===== config.mk =====
export PLATFORM = sky130hd
export DESIGN_NAME = bxavg_ctrl
export DESIGN_NICKNAME = d
export VERILOG_FILES = /design/src/design/bxavg_pkg.sv /design/src/design/bxavg_ctrl.sv
export SDC_FILE = /design/constraint.sdc
export NUM_CORES = 1
export LEC_CHECK = 0
export ABC_AREA = 1
export ABC_CLOCK_PERIOD_IN_PS = 1100
export BUFFER_PORTS_ARGS = -buffer_cell sky130_fd_sc_hd__buf_2
export CAP_MARGIN = 20
export CORE_MARGIN = 2
export CORE_UTILIZATION = 43
export DETAILED_ROUTE_END_ITERATION = 7
export PLACE_DENSITY = 0.7
export RECOVER_POWER = 25
export SLEW_MARGIN = 20
export SYNTH_ARGS = -nofsm -noshare
export SYNTH_HDL_FRONTEND = slang
export SYNTH_SLANG_ARGS = --single-unit
export TNS_END_PERCENT = 100

===== constraint.sdc =====
create_clock -name clk -period 1.1 [get_ports clk]
set_input_delay 0.055 -clock clk [delete_from_list [all_inputs] [get_ports clk]]
set_output_delay 0.055 -clock clk [all_outputs]
set_load 0.03 [all_outputs]

===== src/design/bxavg_pkg.sv =====
// Package for the box average downscaler: widths, register map, commands and status.
// Used by every other file of the block but bxavg_div; depends on nothing.
package bxavg_pkg;

	localparam int DIMS          = 4;
	localparam int EXT_W         = 16;
	localparam int SAMPLE_W      = 16;
	localparam int FRAC_W        = 16;
	localparam int CNT_OUT_W     = 17;
	localparam int MAX_CELLS_DEF = 65536;
	// step = (extent << FRAC) / extent needs EXT+1+FRAC bits
	localparam int STEP_W        = EXT_W + 1 + FRAC_W;
	// position may run past the extent after a mid-walk register change
	localparam int POS_W         = STEP_W + EXT_W;

	localparam logic [1:0] REG_DIM_COUNT  = 2'd0;
	localparam logic [1:0] REG_SRC_EXT    = 2'd1;
	localparam logic [1:0] REG_DST_EXT    = 2'd2;
	localparam logic [1:0] REG_SMP_SIGNED = 2'd3;

	localparam logic OP_LOAD    = 1'b0;
	localparam logic OP_COMPUTE = 1'b1;

	typedef enum logic [1:0] {
		MUL_NONE,
		MUL_STRIDE,
		MUL_BASE,
		MUL_BACK
	} mul_op_t;

	typedef struct packed {
		logic       load_we;
		logic       div_start;
		logic       div_avg;
		logic       step_wr;
		logic       box_ld;
		mul_op_t    mul_op;
		logic       walk_rd;
		logic       out_ld;
		logic [1:0] ax;
	} cmd_t;

	typedef struct packed {
		logic origin;
		logic ax_active;
		logic div_busy;
		logic div_done;
		logic idx_over;
		logic walk_end;
		logic out_busy;
	} sts_t;

	// dimension count 0 acts as 1, above DIMS acts as DIMS
	function automatic logic [2:0] active_dims(input logic [2:0] dc);
		logic [2:0] r;
		if (dc == 3'd0)
			r = 3'd1;
		else if (dc > 3'(DIMS))
			r = 3'(DIMS);
		else
			r = dc;
		return r;
	endfunction

endpackage


===== src/design/bxavg_ctrl.sv =====
// Controller FSM: sequences step division, box setup, store walk, averaging and result.
// Depends on bxavg_pkg; drives bxavg_dp through cmd_t and reads sts_t.
module bxavg_ctrl (
	input  logic            clk,
	input  logic            arst_n,
	input  logic            in_valid,
	input  logic            in_opcode,
	output logic            in_ready,
	output bxavg_pkg::cmd_t cmd,
	input  bxavg_pkg::sts_t sts
);

	typedef enum logic [3:0] {
		S_IDLE,
		S_STEP_GO,
		S_STEP_WAIT,
		S_BOX,
		S_STRIDE,
		S_BASE,
		S_BACK,
		S_WALK,
		S_DRAIN,
		S_AVG_GO,
		S_AVG_WAIT,
		S_EMIT
	} state_t;

	state_t     state_q;
	logic [1:0] ax_q;
	logic       acc_in;

	assign in_ready = (state_q == S_IDLE);
	assign acc_in   = in_valid && in_ready;

	always_comb begin
		cmd        = '0;
		cmd.ax     = ax_q;
		cmd.mul_op = bxavg_pkg::MUL_NONE;
		unique case (state_q)
			S_IDLE:      cmd.load_we = acc_in && (in_opcode == bxavg_pkg::OP_LOAD);
			S_STEP_GO:   cmd.div_start = sts.ax_active;
			S_STEP_WAIT: cmd.step_wr = sts.div_done;
			S_BOX:       cmd.box_ld = 1'b1;
			S_STRIDE:    cmd.mul_op = bxavg_pkg::MUL_STRIDE;
			S_BASE:      cmd.mul_op = bxavg_pkg::MUL_BASE;
			S_BACK:      cmd.mul_op = bxavg_pkg::MUL_BACK;
			S_WALK:      cmd.walk_rd = !sts.idx_over;
			S_DRAIN:     ;
			S_AVG_GO: begin
				cmd.div_start = 1'b1;
				cmd.div_avg   = 1'b1;
			end
			S_AVG_WAIT:  cmd.div_avg = 1'b1;
			S_EMIT:      cmd.out_ld = !sts.out_busy;
			default:     ;
		endcase
	end

	always_ff @(posedge clk or negedge arst_n) begin
		if (!arst_n) begin
			state_q <= S_IDLE;
			ax_q    <= 2'd0;
		end else begin
			unique case (state_q)
				S_IDLE: begin
					ax_q <= 2'(bxavg_pkg::DIMS - 1);
					if (acc_in && in_opcode == bxavg_pkg::OP_COMPUTE)
						state_q <= sts.origin ? S_STEP_GO : S_BOX;
				end
				S_STEP_GO: begin
					if (sts.ax_active)
						state_q <= S_STEP_WAIT;
					else if (ax_q == 2'd0) begin
						ax_q    <= 2'(bxavg_pkg::DIMS - 1);
						state_q <= S_BOX;
					end else
						ax_q <= ax_q - 2'd1;
				end
				S_STEP_WAIT: begin
					if (sts.div_done) begin
						if (ax_q == 2'd0) begin
							ax_q    <= 2'(bxavg_pkg::DIMS - 1);
							state_q <= S_BOX;
						end else begin
							ax_q    <= ax_q - 2'd1;
							state_q <= S_STEP_GO;
						end
					end
				end
				S_BOX:    state_q <= S_STRIDE;
				S_STRIDE: state_q <= S_BASE;
				S_BASE:   state_q <= S_BACK;
				S_BACK: begin
					if (ax_q == 2'd0)
						state_q <= S_WALK;
					else begin
						ax_q    <= ax_q - 2'd1;
						state_q <= S_STRIDE;
					end
				end
				S_WALK: begin
					if (sts.idx_over || sts.walk_end)
						state_q <= S_DRAIN;
				end
				S_DRAIN:  state_q <= S_AVG_GO;
				S_AVG_GO: state_q <= S_AVG_WAIT;
				S_AVG_WAIT: begin
					if (sts.div_done)
						state_q <= S_EMIT;
				end
				S_EMIT: begin
					if (!sts.out_busy)
						state_q <= S_IDLE;
				end
				default: state_q <= S_IDLE;
			endcase
		end
	end

	// result register must be free when a new result is loaded
	a_out_free: assert property (@(posedge clk) disable iff (!arst_n)
		cmd.out_ld |-> !sts.out_busy)
		else $error("result loaded over a pending word");

	// no store read once the row-major index has left the store
	a_walk_bound: assert property (@(posedge clk) disable iff (!arst_n)
		cmd.walk_rd |-> !sts.idx_over)
		else $error("store read past its end");

	// divider is never restarted while running
	a_div_idle: assert property (@(posedge clk) disable iff (!arst_n)
		cmd.div_start |-> !sts.div_busy)
		else $error("divider started while busy");

	// a walk read is always followed by its accumulate before the average starts
	a_drain: assert property (@(posedge clk) disable iff (!arst_n)
		cmd.walk_rd |=> !cmd.div_start)
		else $error("average started before last sample summed");

endmodule


==> out/metrics.yaml, run 1 <==
preCtsSetupSlack_ns: -0.2220
synth_cell_types: 16
synth_ff_type: "dfrtp_1"
cts_root_buf: "clkbuf_4"
io_buffers: 21
ys_top_cells_by_count: "nand2_1 (42), nor2_1 (15), nand3_1 (13)"
ys.warnings.count: 0
haltStage: "global routing (5_1_grt)"
yosys.area.top_type: "nand2_1"
cts.htree.levels: 1
yosysMostFrequentCell: "nand2_1"
cts_buffers: 3
tool.error: "[ERROR DPL-0038] Utilization greater than 100%, impossible to legalize"
async_reset_ff_share_pct: 100.0
synth_top_area_share_pct: 25.10
start_util_pct: 47.09
syn_avg_cell_area_sq_um: 5.762
placed_area_sq_um: 967.2
place_congestion: 0.8787
crit_endpoint: "state_q[1]$_DFFE_PN0P_/D"
postSynthCellCount: 109
syn_nets: 122
yosysSeqAreaShare_pct: 23.90
dp_hpwl_um: 1523
synth_edf_count: 0
synth.cell_area_sq_um: 628.1
die_h_um: 42.22
synth-seq-cells: 6
status: "did not finish"
die_w_um: 42.22
grt_max_degree: 8
boundaryPins: 23
clockBufferDepth: 2
synth.area.top_cells: "nand2_1 (25%), dfrtp_1 (24%), nand3_1 (10%), nor2_1 (9.0%), nor2_4 (7.2%)"
dpl.cell_count: 160
clock-sinks: 6
rows: 13
worst-endpoint-pin-kind: "register data pin"
[cell families after synthesis]
family / Yosys count / share of synthesized area [%]
AOI/OAI and AO/OA: 6 / 5.179
and+or+nand+nor: 82 / 58.96
buffers and inverters: 13 / 7.967
DFF: 6 / 23.90
adders and majority gates: 2 / 3.983
[per-stage QoR]
step                setup TNS [ns]  hold WS, ns  util, %
floorplan                  -0.7754      -0.2406        -
global placement            -1.597      -0.1209    72.51
detailed placement          -1.723      -0.1167    72.51
CTS                         -4.109       0.1477    90.90
[what timing repair did]
item | 4_1_cts
buffers inserted | 12
pin swaps | 7
hold buffers | 1
gates resized for setup | 34
hold endpoints to repair | 6
setup endpoints to repair | 16
==> run 2: changes to the inputs <==
--- a/config.mk
+++ b/config.mk
@@ -6,13 +6,13 @@
 export NUM_CORES = 1
 export LEC_CHECK = 0
 export ABC_AREA = 1
-export ABC_CLOCK_PERIOD_IN_PS = 1100
+export ABC_CLOCK_PERIOD_IN_PS = 1450
 export BUFFER_PORTS_ARGS = -buffer_cell sky130_fd_sc_hd__buf_2
 export CAP_MARGIN = 20
-export CORE_MARGIN = 2
-export CORE_UTILIZATION = 43
+export CORE_AREA = 2 2 63 65
 export DETAILED_ROUTE_END_ITERATION = 7
-export PLACE_DENSITY = 0.7
+export DIE_AREA = 0 0 65 67
+export PLACE_DENSITY_LB_ADDON = 0.15
 export RECOVER_POWER = 25
 export SLEW_MARGIN = 20
 export SYNTH_ARGS = -nofsm -noshare
==> constraint.sdc (replaced) <==
create_clock -name clk -period 1.45 [get_ports clk]
set_input_delay 0.0725 -clock clk [delete_from_list [all_inputs] [get_ports clk]]
set_output_delay 0.0725 -clock clk [all_outputs]
set_load 0.03 [all_outputs]
==> out/metrics.yaml, run 2 <==
status: "complete, no violations"
skew_ns: 0.001970
grt_pass1_vias: 692
postSynthCellCount: 109
slew_headroom_pct: 78.66
largest_register_ff_count: 4
final_cell_count_no_fill: 188
grt_max_degree: 8
cts_buffers: 3
synth_top_area_share_pct: 25.10
syn_nets: 122
dieArea_sq_mm: 0.004355
cts_root_buf: "clkbuf_8"
arrival_ns: 1.36
postRouteAntennaNets: 0
p_sw_share_pct: 54.97
fmax_ghz: 0.6987
power.leakage_nw: 0.5503
path_buf_inv: 2
ys_top_cells_by_count: "nand2_1 (42), nor2_1 (15), nand3_1 (13)"
start_util_pct: 17.42
critPathTopFamily: "flip-flops"
async_reset_ff_share_pct: 100.0
finalWorstSetupSlack_ns: 0.01883
dpl.cell_count: 177
seqPwrFrac_pct: 16.8
critical-path-slowest-cell: "dfrtp_2"
synth_ff_type: "dfrtp_1"
cts_tree: "done"
critPathRequiredTime_ns: 1.38
final_common_cell: "nand2_1"
drv_slew: 0
drtPass1Iterations: 4
grt_pass1_wl_um: 3029
path_class: "flip-flop to primary output"
syn_avg_cell_area_sq_um: 5.762
worstPathMaxFanout: 6
finalPower_mw: 2.548
synth-seq-cells: 6
boundaryPins: 23
power_density_mw_per_mm2: 2575
dp_hpwl_um: 1566
rows: 22
drt-vias-per-instance: 4.096
fin_nets: 155
drc_errors: 0
clockBufferDepth: 2
yosys.area.top_type: "nand2_1"
antenna_found_initial: 0
overflow: 0
p_int_mw: 1.147
path_cells: "nor2_4, buf_6, nand2_4, nor2_4, buf_6"
setup_viol: 0
core_sq_mm: 0.003606
max_stage_delay_ns: 0.46
path_clk_slew_ns: 0.04
layout_common_cells: "nand2_1 (36), buf_2 (15), nor2_1 (11), nand3_1 (11), buf_4 (7)"
comb_power_share_pct: 73.7
preCtsSetupSlack_ns: 0.03139
top_register: "state_q"
yosysMostFrequentCell: "nand2_1"
die_w_um: 65
cap_viol_max_count: 0
synth_cell_types: 16
critPathLaunchType: "flip-flop"
switchingPower_mw: 1.401
finalCritPeriodShare_pct: 98.70
clock-sinks: 6
rsz0062_at_grt: "yes"
irDropWorstVdd_mv: 1.043
fin_util_pct: 27.45
synth.cell_area_sq_um: 628.1
pwr-share-clk_pct: 9.5
io_buffers: 21
reg.largest.list: "state_q x4, ax_q x2"
finalHoldViolations: 0
drt_iter0_drc: 23
synth.area.top_cells: "nand2_1 (25%), dfrtp_1 (24%), nand3_1 (10%), nor2_1 (9.0%), nor2_4 (7.2%)"
synth_edf_count: 0
fillCellCount: 405
cp-end-kind: "primary output"
ys.warnings.count: 0
die_h_um: 67
antenna_cells: 0
worstMarginPinSlew_ns: 0.3200
drt-total-wl_um: 1934
place_congestion: 0.7475
area_growth_syn_to_layout_pct: 57.57
min_path_type: "input pin to flip-flop"
cts.htree.levels: 1
min_period_ns: 1.431
grt.total_usage_pct: 8.955
yosysSeqAreaShare_pct: 23.90
num_vias: 770
wl_per_cell_um: 10.29
fin_tns_setup_ns: 0
clk_latency_ns: 0.22
drive_above_1_share_pct: 42.86
[run 2: cell counts after synthesis]
No cell type changed its count.
[run 2: tightest hold or removal path: cells and delay by family]
family,cells,cell delay [ns]
AOI/OAI and AO/OA,1,0.09
buffers and inverters,1,0.11
and+or+nand+nor,2,0.10
[run 2: cell families (layout without fill, tap and decap cells)]
| family | after synthesis | after routing | share of synthesized area [%] |
|---|---|---|---|
| adders and majority gates | 2 | 2 | 3.983 |
| AOI/OAI and AO/OA | 6 | 6 | 5.179 |
| buffers and inverters | 13 | 44 | 7.967 |
| DFF | 6 | 6 | 23.90 |
| and+or+nand+nor | 82 | 82 | 58.96 |
[run 2: timing repair]
item,in CTS,in global routing
resized for setup,8,27
setup endpoints to repair,6,12
setup buffers,2,5
hold buffers,1,0
hold endpoints to repair,6,0
pin swaps,1,9
[run 2: path summary, 6_finish.rpt]
path,depth (start not counted),to,from,slack (ns)
worst max register to register,8,ax_q[1],state_q[3],0.09
worst max-delay path,5,cmd[7],state_q[3],0.02
min in group asynchronous,2,ax_q[0],arst_n,0.27
max in group asynchronous,2,state_q[1],arst_n,0.92
worst min register to register,2,ax_q[1],ax_q[1],0.50
worst min-delay path,4,state_q[0],sts[5],0.20
[run 2: power by group through the flow]
stage          registers [mW]  logic (mW)  clock network [mW]
2_1_floorplan           0.415        1.14                   0
3_3_place_gp            0.419        1.53                   0
3_5_place_dp            0.414        1.53                   0
4_1_cts                 0.440        1.62               0.250
5_1_grt                 0.443        2.10               0.262
6_report                0.428        1.88               0.242
[run 2: layout make-up]
class	count	area [sq um]	area share (%)
multi-input cells	90	491.7	49.68
repair buffers	29	197.7	19.97
flip-flops and latches	6	153.9	15.55
well taps	48	60.06	6.068
inverters	12	45.04	4.551
clock buffers	3	41.29	4.172
[run 2: metrics by stage]
step | hold WS, ns | area [sq um]
finish | 0.1992 | 989.7
global route | 0.2302 | 989.7
CTS | 0.1999 | 879.6
detailed placement | -0.09712 | 794.5
global placement | -0.09916 | 794.5
floorplan | -0.2231 | 634.4
[run 2: metal layers]
metal  GRT usage (%)  vias to the layer above  share of wire, %
li1                -                      410                 -
met4               0                        0                 0
met1           11.96                      348                50
met2           14.56                       12                46
met3           3.378                        0               4.6
met5               0                        -                 0
(Power assumes the default switching activity.)
==> run 3: changes to the inputs <==
--- a/config.mk
+++ b/config.mk
@@ -5,10 +5,8 @@
 export SDC_FILE = /design/constraint.sdc
 export NUM_CORES = 1
 export LEC_CHECK = 0
-export ABC_AREA = 1
 export ABC_CLOCK_PERIOD_IN_PS = 1450
 export BUFFER_PORTS_ARGS = -buffer_cell sky130_fd_sc_hd__buf_2
-export CAP_MARGIN = 20
 export CORE_AREA = 2 2 63 65
 export DETAILED_ROUTE_END_ITERATION = 7
 export DIE_AREA = 0 0 65 67
==> out/metrics.yaml, run 3 <==
min_period_ns: 1.444
power.leakage_nw: 0.4576
reg.largest.list: "state_q x4, ax_q x2"
min_path_type: "input pin to flip-flop"
largest_register_ff_count: 4
overflow: 0
dp_hpwl_um: 1417
slew_headroom_pct: 78.94
rsz0062_at_grt: "yes"
irDropWorstVdd_mv: 0.4659
postRouteAntennaNets: 0
synth_ff_type: "dfrtp_1"
cts_tree: "done"
grt_max_degree: 19
synth_cell_types: 33
finalHoldViolations: 0
rows: 22
layout_common_cells: "nor2_1 (14), buf_2 (14), buf_4 (14)"
core_sq_mm: 0.003606
area_growth_syn_to_layout_pct: 67.35
syn_nets: 90
synth.area.top_cells: "dfrtp_1 (24%), nor2_1 (8.6%), ha_1 (4.1%), buf_6 (3.7%), a21oi_1 (3.3%)"
seqCellArea_sq_um: 153.9
synth_top_area_share_pct: 24.49
synth-seq-cells: 6
path_cells: "buf_12, nor4_4, and3b_2, buf_6"
drt-total-wl_um: 1741
finalCritPeriodShare_pct: 99.59
grt_pass1_wl_um: 2566
drt-vias-per-instance: 4.131
fin_tns_setup_ns: 0
ys_top_cells_by_count: "nor2_1 (14), dfrtp_1 (6), nand2_1 (5)"
antenna_found_initial: 0
cts.htree.levels: 1
top_register: "state_q"
die_w_um: 65
power_density_mw_per_mm2: 2335
fin_nets: 126
worstPathMaxFanout: 13
worstMarginPinSlew_ns: 0.3159
path_clk_slew_ns: 0.03
met3_usage_pct: 2.027
clockBufferDepth: 2
placed_area_sq_um: 855.8
path_class: "flip-flop to primary output"
fmax_ghz: 0.6925
status: "complete, no violations"
grt.total_usage_pct: 7.843
fillCellCount: 398
skew_ns: 0.005758
fin_util_pct: 28.45
place_congestion: 0.7108
arrival_ns: 1.37
grt_use_met1_pct: 8.797
yosys.area.top_type: "dfrtp_1"
fin_area_sq_mm: 0.001026
critPathRequiredTime_ns: 1.38
synth_edf_count: 0
cp-end-kind: "primary output"
cts_buffers: 3
grt-busiest-layer: "met2"
critPathLaunchType: "flip-flop"
ys.warnings.count: 0
wl_per_cell_um: 10.88
met2_usage_pct: 13.66
drive_above_1_share_pct: 50.89
synth.cell_area_sq_um: 613.1
die_h_um: 67
drv_slew: 0
critical-path-slowest-cell: "dfrtp_1"
start_util_pct: 17.00
cap_viol_max_count: 0
drt_iter0_drc: 33
setup_viol: 0
async_reset_ff_share_pct: 100.0
num_vias: 661
max_stage_delay_ns: 0.39
grt_pass1_vias: 588
clock-sinks: 6
io_buffers: 21
dieArea_sq_mm: 0.004355
boundaryPins: 23
syn_avg_cell_area_sq_um: 7.962
yosysSeqAreaShare_pct: 24.49
multiInputGateArea_sq_um: 462.9
drtPass1Iterations: 2
yosysMostFrequentCell: "nor2_1"
cts_root_buf: "clkbuf_8"
reg2reg_slack_ns: 0.05
postSynthCellCount: 77
antenna_cells: 0
clk_latency_ns: 0.22
drc_errors: 0
-- run 3: final timing paths --
path / end / startpoint / cells past startpoint
setup / recovery: cmd[10] / state_q[2] / 4
hold / removal: state_q[3] / sts[1] / 3
setup reg to reg: state_q[0] / state_q[1] / 6
hold reg to reg: ax_q[1] / ax_q[1] / 1
max in group asynchronous: state_q[1] / arst_n / 2
min in group asynchronous: ax_q[0] / arst_n / 2
-- run 3: final cells by class --
type | instances | share of cell area (%)
Tap cell | 48 | 5.854
Inverter | 4 | 1.463
Clock buffer | 4 | 4.390
Sequential cell | 6 | 15.00
Timing Repair Buffer | 37 | 28.17
Multi-Input combinational cell | 61 | 45.12
-- run 3: what timing repair did --
item | CTS | global route
setup buffers | 2 | 3
endpoints found under the setup margin | 8 | 9
pin swaps | 2 | 5
hold buffers | 1 | 0
hold endpoints to repair | 6 | 0
resized for setup | 12 | 7
cloned | 0 | 0
-- run 3: critical path: cells and delay by family (launching register included) --
family        cells  cell delay [ns]
flops             1             0.39
buf+inv           2             0.28
simple gates      2             0.49
-- run 3: power by group --
group	switching [mW]	total (mW)	internal, mW	leakage (nW)
logic	0.933	1.81	0.878	0.368
clock network	0.0710	0.260	0.189	0.0228
registers	0.0698	0.325	0.255	0.0673
total	1.07	2.40	1.32	0.458
-- run 3: kinds of logic (layout without fill, tap and decap cells) --
family                     count (synthesis)  in the layout  synth area share (%)
DFF                                        6              6                 24.49
xor gates and xnor gates                   1              1                 1.429
buffers and inverters                     10             45                 10.20
AOI/OAI and AO/OA                         22             22                 25.10
adders and majority gates                  2              2                 4.081
and+or+nand+nor                           36             36                 34.69
-- run 3: layer usage --
layer | share of wire, % | wire (um)
met5 | 0 | 0
met2 | 51 | 893
met1 | 44 | 760
met4 | 0.57 | 10
met3 | 4.4 | 77
-- run 3: metrics by stage --
step	setup WS, ns	hold slack, ns	std cells	power, mW
after CTS	-0.02128	0.2003	157	2.246
after floorplan	-0.1021	-0.2231	77	1.408
after detailed placement	0.03313	-0.09596	151	1.806
final	0.005959	0.1890	160	2.396
after global placement	0.008156	-0.09546	151	1.812
after global routing	-0.05497	0.2329	160	2.571
==> run 4: changes to the inputs <==
--- a/config.mk
+++ b/config.mk
@@ -12,6 +12,7 @@
 export DIE_AREA = 0 0 65 67
 export PLACE_DENSITY_LB_ADDON = 0.15
 export RECOVER_POWER = 25
+export SETUP_SLACK_MARGIN = 0.5
 export SLEW_MARGIN = 20
 export SYNTH_ARGS = -nofsm -noshare
 export SYNTH_HDL_FRONTEND = slang
==> out/metrics.yaml, run 4 (same netlist as run 3, synthesis figures left out) <==
rsz0062_at_grt: "yes"
reg2reg_depth: 6
finalWorstSetupSlack_ns: -0.01097
min_delay_worst_endpoint: "state_q[3]"
dieArea_sq_mm: 0.004355
rr_endpoint: "state_q[1]"
preCtsSetupSlack_ns: 0.04776
skew_ns: 0.005900
drc_errors: 0
critPathRequiredTime_ns: 1.38
cap_viol_max_count: 0
fmax_ghz: 0.6845
worstMarginPinSlew_ns: 0.3886
clk_latency_ns: 0.22
hold_slack_ns: 0.2514
boundaryPins: 23
place_congestion: 0.6992
largest_register_ff_count: 4
setup_viol: 1
holdPathStages: 3
grt_pass1_wl_um: 3215
cts.htree.levels: 1
drv_slew: 0
reg.largest.list: "state_q x4, ax_q x2"
layout_common_cells: "buf_6 (21), buf_4 (20), nor2_4 (8), buf_2 (8), nor2_1 (6)"
top_register: "state_q"
num_vias: 741
met2_usage_pct: 18.81
fin_tns_setup_ns: -0.01097
arrival_ns: 1.39
status: "finished, violations left"
final_common_cell: "buf_6"
violations: "negative setup slack"
drive_above_1_share_pct: 76.56
drt-total-wl_um: 2092
drt-vias-per-instance: 4.210
rows: 22
power_density_mw_per_mm2: 2328
worstReg2RegStart: "state_q[2]"
slew_headroom_pct: 74.00
hold_start: "sts[0]"
fin_nets: 142
drt_iter0_drc: 10
drtPass1Iterations: 4
cts_buffers: 3
grt_pass1_vias: 736
overflow: 0
dp_hpwl_um: 1431
grt-busiest-layer: "met2"
path_clk_slew_ns: 0.03
min_path_type: "input pin to flip-flop"
met3_usage_pct: 1.014
fillCellCount: 366
antenna_found_initial: 0
io_buffers: 21
grt_max_degree: 11
grt_use_met1_pct: 10.76
clock-sinks: 6
die_h_um: 67
start_util_pct: 17.00
finalHoldViolations: 0
area_growth_syn_to_layout_pct: 129.8
critPathLaunchType: "flip-flop"
die_w_um: 65
finalCritPeriodShare_pct: 100.8
irDropWorstVdd_mv: 0.6179
worstPathMaxFanout: 8
wl_per_cell_um: 11.89
clockBufferDepth: 2
path_class: "flip-flop to primary output"
cts_tree: "done"
cp-end-kind: "primary output"
postRouteAntennaNets: 0
core_sq_mm: 0.003606
power.leakage_nw: 0.5920
grt.total_usage_pct: 9.747
reg2reg_slack_ns: 0.04
min_period_ns: 1.461
cts_root_buf: "clkbuf_8"
antenna_cells: 0
[run 4: cell types whose count changed in the layout (fill, tap and decap cells not counted), moves of 3 or more]
cell,change
buf_2,-6
nor2_4,+8
buf_6,+17
nand2_1,-3
buf_4,+6
nor2_1,-8
nor3_4,+3
[run 4: cell type report]
cell class	instances	area (sq um)	area share, %
multi-input combinational	61	655.6	46.54
tap	48	60.06	4.263
inverter	4	17.52	1.243
sequential	6	155.1	11.01
timing repair buffer	53	475.5	33.75
clock buffer	4	45.04	3.197
[run 4: worst max path at each step]
stage	from	to	cells past startpoint
after floorplan	state_q[2]	cmd[10]	4
after global placement	ax_q[1]	ax_q[1]	6
after detailed placement	ax_q[1]	ax_q[1]	6
after CTS	state_q[0]	cmd[10]	4
after global routing	state_q[0]	cmd[10]	4
final	state_q[3]	cmd[10]	4
[run 4: power by group]
group | leakage [nW] | switching, mW | total (mW) | internal (mW)
Sequential | 0.0658 | 0.0978 | 0.354 | 0.256
Combinational | 0.504 | 1.27 | 2.66 | 1.39
Clock | 0.0228 | 0.0737 | 0.263 | 0.189
[run 4: timing repair]
item / CTS / global route
pin swaps: 11 / 7
hold endpoints to repair: 6 / 0
resized for setup: 55 / 11
hold buffers: 1 / 0
setup buffers: 15 / 4
setup endpoints to repair: 17 / 18
[run 4: metrics by stage]
| stage | power [mW] | utilization (%) | std cells | instance area, sq um |
|---|---|---|---|---|
| floorplan | 1.696 | - | 77 | 759.5 |
| global placement | 2.112 | 26.51 | 152 | 955.9 |
| detailed placement | 2.094 | 26.51 | 152 | 955.9 |
| CTS | 3.097 | 36.85 | 172 | 1329 |
| global route | 3.486 | 39.07 | 176 | 1409 |
| finish | 3.280 | 39.07 | 176 | 1409 |
[run 4: layer usage]
metal / part of all wire, % / wire, um
met1: 40 / 829
met4: 0.43 / 9
met2: 58 / 1204
met3: 2.3 / 48
met5: 0 / 0
[run 4: worst max-delay path: stages, from the launching register on]
cell and delay (ns):
dfrtp_2 0.44, buf_8 0.16, nor4_4 0.22, and3b_2 0.22
buf_6 0.12
